--- src/hdl/slcd_pkg.sv ---
// slcd_pkg: shared types and constants of the serial lcd write engine
// no dependencies; imported by every module of the block
`timescale 1ns / 1ps
`default_nettype none

package slcd_pkg;

  // stream widths, whole bytes
  localparam int unsigned IN_TDATA_W  = 16;
  localparam int unsigned OUT_TDATA_W = 16;

  // serial byte patterns
  localparam logic [7:0] POLL_BYTE = 8'hfc;
  localparam logic [7:0] SYNC_CMD  = 8'hf8;
  localparam logic [7:0] SYNC_DATA = 8'hfa;
  localparam logic [7:0] HI_MASK   = 8'hf0;
  localparam logic [7:0] LO_MASK   = 8'h0f;
  localparam int unsigned BUSY_POS = 7;

  // bits per transmitted byte and per status read
  localparam logic [4:0] TX_BITS = 5'd8;
  localparam logic [4:0] RX_BITS = 5'd16;
  localparam logic [4:0] LAST_TX_BIT = 5'd7;

  // one tick offered on the input side
  typedef struct packed {
    logic       req_valid;
    logic       func;
    logic [7:0] req_byte;
    logic       sid_in;
  } req_t;

  // one tick of pin levels and status on the output side
  typedef struct packed {
    logic       sclk_level;
    logic       sid_level;
    logic       chip_select;
    logic       ready_res;
    logic       done_res;
    logic [7:0] status_byte;
  } res_t;

endpackage

`default_nettype wire

--- src/hdl/serial_lcd_write_engine.sv ---
// serial_lcd_write_engine: top level of the three-wire lcd write engine
// depends on slcd_pkg, slcd_seq and slcd_out_reg
`timescale 1ns / 1ps
`default_nettype none

// Each input beat is one tick of a three-wire serial lcd bus sequencer and
// yields exactly one output beat with the pin levels for that tick (serial
// clock, serial data, chip select), an idle flag, a done pulse and the last
// status read. The levels on a beat reflect the sequencer state before the
// tick is applied. An idle engine takes a request when req_valid is set and
// raises chip select from the next beat. It then polls the busy flag: it
// sends 0xfc and clocks in sixteen status bits, sid_in being sampled on
// high-clock ticks, and repeats the poll while bit 7 of the first status byte
// is set. It then sends the sync byte (0xf8, or 0xfa for display data), the
// high nibble and the low nibble of the byte, and returns to idle. Every
// serial bit takes two beats, clock low then clock high. Rate: one beat per
// clock while no result waits downstream, the output beat being registered; the
// sequencer state is updated in the same cycle a beat is taken, and with the
// one result register the next beat enters in the cycle the held result
// leaves, so a result waiting downstream holds off the input.

module serial_lcd_write_engine
  import slcd_pkg::*;
(
  input  wire logic                   clk_i,
  input  wire logic                   rst_ni,
  // input stream, one tick per beat
  input  wire logic                   s_axis_tvalid,
  output logic                        s_axis_tready,
  input  wire logic [IN_TDATA_W-1:0]  s_axis_tdata,  // req_valid, req_byte[7:0], sid_in, zeros
  input  wire logic                   s_axis_tuser,  // func
  // output stream, one result per tick
  output logic                        m_axis_tvalid,
  input  wire logic                   m_axis_tready,
  output logic [OUT_TDATA_W-1:0]      m_axis_tdata   // sclk_level, sid_level, chip_select,
                                                     // ready_res, done_res,
                                                     // status_byte[7:0], zeros
);

  req_t req;
  res_t seq_res;
  res_t out_res;
  logic tick;
  logic space;

  // unpack the input beat
  assign req.req_valid = s_axis_tdata[0];
  assign req.req_byte  = s_axis_tdata[8:1];
  assign req.sid_in    = s_axis_tdata[9];
  assign req.func      = s_axis_tuser;

  assign s_axis_tready = space;
  assign tick          = s_axis_tvalid && space;

  slcd_seq u_seq (
    .clk_i  (clk_i),
    .rst_ni (rst_ni),
    .tick_i (tick),
    .req_i  (req),
    .res_o  (seq_res)
  );

  slcd_out_reg u_out (
    .clk_i   (clk_i),
    .rst_ni  (rst_ni),
    .load_i  (tick),
    .res_i   (seq_res),
    .space_o (space),
    .valid_o (m_axis_tvalid),
    .ready_i (m_axis_tready),
    .res_o   (out_res)
  );

  // pack the output beat, lowest field first
  assign m_axis_tdata = {3'b000,
                         out_res.status_byte,
                         out_res.done_res,
                         out_res.ready_res,
                         out_res.chip_select,
                         out_res.sid_level,
                         out_res.sclk_level};

endmodule

`default_nettype wire

--- src/hdl/slcd_seq.sv ---
// slcd_seq: bit sequencer state and the per-tick result logic
// depends on slcd_pkg
`timescale 1ns / 1ps
`default_nettype none

module slcd_seq
  import slcd_pkg::*;
(
  input  wire logic clk_i,
  input  wire logic rst_ni,
  input  wire logic tick_i,  // beat accepted this cycle
  input  wire req_t req_i,
  output res_t      res_o
);

  typedef enum logic [2:0] {
    ST_IDLE,
    ST_POLL_TX,
    ST_POLL_RX,
    ST_SYNC_TX,
    ST_HI_TX,
    ST_LO_TX
  } stage_e;

  stage_e      stage_q, stage_d;
  logic [4:0]  cnt_q, cnt_d;
  logic        phase_q, phase_d;
  logic [7:0]  tx_q, tx_d;
  logic [15:0] rx_q, rx_d;
  logic [7:0]  held_byte_q, held_byte_d;
  logic        held_func_q, held_func_d;
  logic [7:0]  status_q, status_d;

  logic        busy;
  logic        sending;
  logic [4:0]  cnt_inc;

  always_comb begin
    busy    = (stage_q != ST_IDLE);
    sending = (stage_q == ST_POLL_TX) || (stage_q == ST_SYNC_TX) ||
              (stage_q == ST_HI_TX) || (stage_q == ST_LO_TX);
    cnt_inc = cnt_q + 5'd1;

    // outputs reflect the state at the start of the tick
    res_o.sclk_level  = busy && phase_q;
    res_o.sid_level   = sending && tx_q[7];
    res_o.chip_select = busy;
    res_o.ready_res   = !busy;
    res_o.done_res    = (stage_q == ST_LO_TX) && phase_q && (cnt_q == LAST_TX_BIT);
    res_o.status_byte = status_q;

    stage_d     = stage_q;
    cnt_d       = cnt_q;
    phase_d     = phase_q;
    tx_d        = tx_q;
    rx_d        = rx_q;
    held_byte_d = held_byte_q;
    held_func_d = held_func_q;
    status_d    = status_q;

    if (!busy) begin
      if (req_i.req_valid) begin
        held_byte_d = req_i.req_byte;
        held_func_d = req_i.func;
        tx_d        = POLL_BYTE;
        cnt_d       = '0;
        phase_d     = 1'b0;
        stage_d     = ST_POLL_TX;
      end
    end else if (!phase_q) begin
      phase_d = 1'b1;
    end else if (sending) begin
      phase_d = 1'b0;
      tx_d    = {tx_q[6:0], 1'b0};
      cnt_d   = cnt_inc;
      if (cnt_inc >= TX_BITS) begin
        cnt_d = '0;
        case (stage_q)
          ST_POLL_TX: begin
            rx_d    = '0;
            stage_d = ST_POLL_RX;
          end
          ST_SYNC_TX: begin
            tx_d    = held_byte_q & HI_MASK;
            stage_d = ST_HI_TX;
          end
          ST_HI_TX: begin
            tx_d    = {held_byte_q[3:0], 4'b0000};
            stage_d = ST_LO_TX;
          end
          default: begin
            stage_d = ST_IDLE;
          end
        endcase
      end
    end else begin
      // receive: sample the data line on the high tick
      phase_d = 1'b0;
      rx_d    = {rx_q[14:0], req_i.sid_in};
      cnt_d   = cnt_inc;
      if (cnt_inc >= RX_BITS) begin
        cnt_d    = '0;
        status_d = (rx_d[15:8] & HI_MASK) | (rx_d[7:0] & LO_MASK);
        if (rx_d[8 + BUSY_POS]) begin
          tx_d    = POLL_BYTE;
          stage_d = ST_POLL_TX;
        end else begin
          tx_d    = held_func_q ? SYNC_DATA : SYNC_CMD;
          stage_d = ST_SYNC_TX;
        end
      end
    end
  end

  always_ff @(posedge clk_i or negedge rst_ni) begin
    if (!rst_ni) begin
      stage_q     <= ST_IDLE;
      cnt_q       <= '0;
      phase_q     <= 1'b0;
      tx_q        <= '0;
      rx_q        <= '0;
      held_byte_q <= '0;
      held_func_q <= 1'b0;
      status_q    <= '0;
    end else if (tick_i) begin
      stage_q     <= stage_d;
      cnt_q       <= cnt_d;
      phase_q     <= phase_d;
      tx_q        <= tx_d;
      rx_q        <= rx_d;
      held_byte_q <= held_byte_d;
      held_func_q <= held_func_d;
      status_q    <= status_d;
    end
  end

endmodule

`default_nettype wire

--- src/hdl/slcd_out_reg.sv ---
// slcd_out_reg: result register between the sequencer and the output stream
// depends on slcd_pkg
`timescale 1ns / 1ps
`default_nettype none

module slcd_out_reg
  import slcd_pkg::*;
(
  input  wire logic clk_i,
  input  wire logic rst_ni,
  input  wire logic load_i,   // new result this cycle
  input  wire res_t res_i,
  output logic      space_o,  // a result can be loaded this cycle
  output logic      valid_o,
  input  wire logic ready_i,
  output res_t      res_o
);

  logic valid_q;
  res_t res_q;

  // room when empty or when the held beat leaves this cycle
  assign space_o = !valid_q || ready_i;
  assign valid_o = valid_q;
  assign res_o   = res_q;

  always_ff @(posedge clk_i or negedge rst_ni) begin
    if (!rst_ni) begin
      valid_q <= 1'b0;
    end else if (space_o) begin
      valid_q <= load_i;
    end
  end

  always_ff @(posedge clk_i) begin
    if (load_i) begin
      res_q <= res_i;
    end
  end

endmodule

`default_nettype wire

--- config.mk ---
export PLATFORM = sky130hd
export DESIGN_NAME = serial_lcd_write_engine
export DESIGN_NICKNAME = d
export VERILOG_FILES = /design/src/hdl/slcd_pkg.sv /design/src/hdl/serial_lcd_write_engine.sv /design/src/hdl/slcd_seq.sv /design/src/hdl/slcd_out_reg.sv
export SDC_FILE = /design/constraint.sdc
export NUM_CORES = 1
export LEC_CHECK = 0
export ABC_AREA = 1
export BUFFER_PORTS_ARGS = -buffer_cell sky130_fd_sc_hd__buf_4
export CAP_MARGIN = 40
export CORE_MARGIN = 3
export CORE_UTILIZATION = 25
export DETAILED_ROUTE_END_ITERATION = 7
export GPL_TIMING_DRIVEN = 0
export SETUP_SLACK_MARGIN = 0.2
export SLEW_MARGIN = 20
export SYNTH_ARGS = -nofsm -noshare
export SYNTH_HDL_FRONTEND = slang
export SYNTH_SLANG_ARGS = --single-unit
--- constraint.sdc ---
create_clock -name clk_i -period 2.65 [get_ports clk_i]
set_clock_uncertainty 0.2 [all_clocks]
set_input_delay 0.1325 -clock clk_i [delete_from_list [all_inputs] [get_ports clk_i]]
set_output_delay 0.1325 -clock clk_i [all_outputs]
set_load 0.005 [all_outputs]
Word level (Yosys, flattened, before mapping)
Index checks and enable logic that the tools add are counted.
Storage, ports and cells
  bits in registers: 63
  bits of input ports: 21
  output and inout port bits: 18
  word-level logic and storage cells: 80
Operators by class
  add/sub/neg operators: 1
  $lt $le $gt $ge: 2
  equality and inequality tests: 10
  multiplexer cells: 29
  bitwise gates (word level): 3
  reduce and logical (&&, ||, !) cells: 20
Operators by type and width (number)
  2-to-1 mux 8 bit: 6
  2-to-1 mux 15 bit: 3
  2-to-1 mux 5 bit: 6
  2-to-1 mux 3 bit: 7
  case mux 8 bit (2 select lines): 1
  AND reduction 5 bit: 3
  case mux 3 bit (3 select lines): 1
  OR 8 x 4 -> 8 bit: 1
  == test 3 bit (second input constant): 2
  inequality test 3 bit (second input constant): 2
  AND reduction 3 bit: 2
  adder 5 x 1 -> 5 bit (second input constant): 1
  == test 5 x 3 -> 1 bit (second input constant): 1
  greater-or-equal comparator 5 x 4 -> 1 bit (second input constant): 1
  greater-or-equal comparator 5 bit (second input constant): 1
  logical AND 1 bit: 5
  logical OR 1 bit: 4
  2-to-1 mux 2 bit: 2
  inequality test 2 bit (second input constant): 2
  AND reduction 4 bit: 1
  == test 3 x 1 -> 1 bit (second input constant): 1
  == test 3 x 2 -> 1 bit (second input constant): 1
  2-to-1 mux 1 bit: 3
  nonzero test 3 bit: 1
  other kinds (5): 7

Longest topological paths before layout
  depth in word-level cells: 7
  gate-level depth with buffers: 10
  mapped depth without buffers: 10

Modules after synthesis
Synthesis repeated with hierarchy kept, for this count alone.
Unflattened totals
  cells, all modules: 306
  area total of the unflattened synthesis: 3016.6 µm²
Modules (own cells, without submodules)
  slcd_seq: instances 1, cells each 282, area an instance 2547.4 µm²
  slcd_out_reg: instances 1, cells each 18, area an instance 435.4 µm²
  serial_lcd_write_engine: instances 1, cells each 6, area an instance 33.8 µm²

Worst setup path before layout
OpenSTA, ideal clock, no wires.
  path kind: register -> register
  from: register u_out.valid_q (netlist: u_out.valid_o)
  to: register u_seq.status_q[5]
  arrival: 1644 ps
  required time: 2333 ps
  slack: 689 ps
  cell stages (with the launch flop): 8
  path buffers: 1
  clock period less this slack: 1961 ps
  cells stage by stage: dfrtp_1 -> a21oi_2 -> nand2_2 -> nor2_2 -> nand4_4 -> buf_6 -> nand2_1 -> o21ai_2
Between the ends
  word-level cells in the longest chain between the ends: 4
Ends and longest elaborated chain
  start: declaration: RTL line slcd_out_reg.sv:19  | logic valid_q;
  start signal: assignment: RTL line slcd_out_reg.sv:31  | valid_q <= load_i;
  zero test 1 bit: RTL line slcd_out_reg.sv:23  | assign space_o = !valid_q || ready_i;
  logical OR 1 bit: RTL line slcd_out_reg.sv:23
  logical AND 1 bit: RTL line serial_lcd_write_engine.sv:53  | assign tick = s_axis_tvalid && space;
  named net tick: RTL line serial_lcd_write_engine.sv:43  | logic tick;
  AND reduction 5 bit (no line)
  end signal: assignment: RTL line slcd_seq.sv:133  | status_q <= status_d;
  end: declaration: RTL line slcd_seq.sv:32  | logic [7:0] status_q, status_d;
The timed path passes the listed nets, and every way through them passes these cells.
A chain may end at the register's enable or synchronous reset.

Worst setup path after layout
  from: input s_axis_tvalid
  to: register u_seq.status_q[6]
Between the ends
  word-level cells in the longest chain between the ends: 2
Ends and longest elaborated chain
  start: declaration: RTL line serial_lcd_write_engine.sv:28  | input wire logic s_axis_tvalid,
  logical AND 1 bit: RTL line serial_lcd_write_engine.sv:53
  named net tick: RTL line serial_lcd_write_engine.sv:43
  AND reduction 5 bit (no line)
The timed path passes the listed nets, and every way through them passes these cells.

==> metrics.txt <==
status=completed; EDFF count, synth=13; fin. max-slew vios=0; Post-Synth Adder-Cell Area=0.00421; # diodes=0; number of gates resized after CTS=0; DIE WIDTH=115 um; flip-flop and latch count after synthesis=between 60 and 70; Clock Tree Root=clkbuf_16; RSZ-0062 raised after global routing=false; Post-DRT Antenna Nets=0; post-synthesis compound-gate area fraction=0.107; Detailed Place HPWL=around 4300 um; crit path to=u_seq.status_q[6]$_DFFE_PN0P_; Synth Area in Simple Gates=0.270; fin nets=391; gr usage total=0.101; largest family of logic cells by synthesized area=simple AND/OR/NAND/NOR gates; worst reg2reg path endpoint=u_seq.status_q[6]$_DFFE_PN0P_; Final period util=0.820; crit path launch=s_axis_tvalid; Hold/Removal Path Class=input port to register; syn avg cell area=~9.5 sq um; Final Cell Area=3820 sq um; setup slack, reg-to-reg=500 ps; Main synth FF type=dfrtp_1; switching power=1340 uW; Final setup violation count=0; post-place instance area=3390 sq um; Starting Density=0.258; fin worst setup slack=around 480 ps; Final Hold Viols=0; Post-synth ARST share=0.790; Pleak=0.00173 uW; largest net degree at the start of global routing=50; via count=about 2,200; chip height=115 um; dpl ws=roughly 500 ps; Die ar.=roughly 13,000 sq um; grt ovf=0; synthesized area=2970 sq um; cell internal pwr=between 2000 and 2500 uW; wire per inst=roughly 12 um; CTS tree=built; XOR/XNOR Fraction of Synth Area=0.00294; CTS Buf Count=9; clock tree buffer depth=2; crit path DAT=2190 ps; layout cell share with drive strength beyond 1=0.281; Seq/Total Area, Yosys=0.544; Area Growth Syn to Fin=28.4%; Worst setup EP type=register; 1st-iter DRT viols=86; first-pass GRT wire length=10,600 um; Yosys warnings=0; most instantiated cells after synthesis=101 x nand2_1, 49 x dfrtp_1, 23 x nand3_1, 23 x o21ai_2, 19 x inv_1; combinational share of power=0.326; setup tns final=0 ps; FMAX=0.460 GHz; vias in the first global route=roughly 2,200; most numerous cell in the Yosys netlist=nand2_1; number of max-cap violations=0; placed insts=488; synthesized instance count=313; clk slew on worst S/H paths=approximately 60 ps; Routed WL=6130 um; Least-Margin Pin Slew=631 ps; RR Startpoint=u_out.valid_o$_DFFE_PN0N_; clock share of power=0.313; VDD IR max=between 0.0004 and 0.0005 V; IO Pins=39; Post-CTS Setup Bufs=0; Port Buffer Count=29; worst skew pair latency=330 ps; top-area cell type share of the netlist area=0.412; Post-CTS Hold Fix Bufs=13; Core Region=approximately 12,000 sq um; Slew Limit Headroom=0.580; Crit Path Class=input port to register; fin cells=between 500 and 600; sw frac=0.362; cell taking the most area after synthesis=dfrtp_1; weighted congestion at the end of routability-driven global placement=0.796; # DRC=0; critical path peak fanout=10; Yosys cell types=33; initial antenna violation count=0; CP required=2670 ps; r2r worst-path depth=8; DRT Pass-1 Iters=4; multiplexer share of the synthesized area=0; startpoint types=input port; total power per unit cell area=around 970 nW/um^2; row cnt=39; synth top area cells=dfrtp_1 41%, edfxtp_1 13%, nand2_1 13%; H-tree Lvls=3; vias per inst=4.28; # clock sinks=between 60 and 70; fin util=0.332; Hold Crit Depth=5; Tmin final=2170 ps; Seq pwr share=0.361
[how the worst min path moves through the flow]
stage | from | endpoint | slack (ps)
after CTS | s_axis_tdata[0] | u_seq.held_byte_q[4]$_DFFE_PN0P_ | 50
after global placement | rst_ni | u_seq.held_byte_q[6]$_DFFE_PN0P_ | -10
after global routing | s_axis_tdata[0] | u_seq.held_byte_q[3]$_DFFE_PN0P_ | 90
after detailed placement | rst_ni | u_seq.held_byte_q[1]$_DFFE_PN0P_ | 3
after floorplan | rst_ni | u_out.valid_o$_DFFE_PN0N_ | -360
final | s_axis_tdata[0] | u_seq.held_byte_q[4]$_DFFE_PN0P_ | 70
[layout by cell type, fill, tap and decap left out, types with 6 or more instances in the layout]
cell / synthesis / routed
nand2_1: 101 / 101
buf_6: 5 / 6
o21ai_2: 23 / 23
inv_1: 19 / 19
nor2_1: 15 / 15
nand3_1: 23 / 23
dfrtp_1: 49 / 49
clkbuf_16: 0 / 9
edfxtp_1: 13 / 13
buf_4: 5 / 34
o21ai_0: 10 / 10
dlygate4sd3_1: 0 / 13
nand4_1: 7 / 7
[final cells by class]
cell class / instances / area [sq um]
plain buffers: 15 / 115
clock buffers: 9 / 225
clock inverters: 7 / 73.8
fillers: 1182 / 7700
inverters: 24 / 95.1
multi-input cells: 214 / 1150
flip-flops and latches: 62 / 1620
well taps: 143 / 179
repair buffers: 43 / 359
[layer usage]
layer	part of all wire	GRT usage	up-vias
li1	-	-	1137
met1	0.49	0.136	1022
met2	0.45	0.154	43
met3	0.044	0.0305	9
met4	0.015	0.0376	0
met5	0	0	-
[kinds of logic after synthesis]
kind of cell / count (synthesis)
AND/OR/NAND/NOR: 166
flip-flops: 62
AO/OA/AOI/OAI: 43
buffers and inverters: 39
XOR/XNOR: 1
adder cells (fa/ha/maj): 1
other: 1
[flip-flops by register name, indices dropped and copies added (netlist names), 3 cells and up]
name,count
u_seq.stage_q,3
u_seq.status_q,8
u_seq.tx_q,7
u_seq.held_byte_q,8
u_seq.rx_q,15
u_out.res_o,13
u_seq.cnt_q,5
[per-stage QoR]
| stage | hold WS, ps | total power, uW |
|---|---|---|
| 6_report | 65.9 | 3710 |
| 5_1_grt | 92.6 | 3970 |
| 4_1_cts | 54.0 | 3750 |
| 3_5_place_dp | 3.17 | 2550 |
| 3_3_place_gp | -9.64 | 2510 |
| 2_1_floorplan | -363 | 2230 |
[power groups by stage]
| stage | logic [uW] | registers [uW] | clock network [uW] |
|---|---|---|---|
| CTS | 1220 | 1340 | 1190 |
| finish | 1210 | 1340 | 1160 |
| global placement | 1170 | 1340 | 0 |
| floorplan | 921 | 1310 | 0 |
| detailed placement | 1190 | 1350 | 0 |
| global route | 1370 | 1370 | 1240 |
[worst max-delay path, cell delays in order]
cell           delay, ps
dlygate4sd3_1        520
buf_4                100
inv_1                 40
a21oi_2              410
buf_6                230
nand2_2               80
nor2_2               180
nand4_4              170
buf_6                200
nand2_1               70
o21ai_2               50
Note: power is estimated with default switching activity, not from simulation.
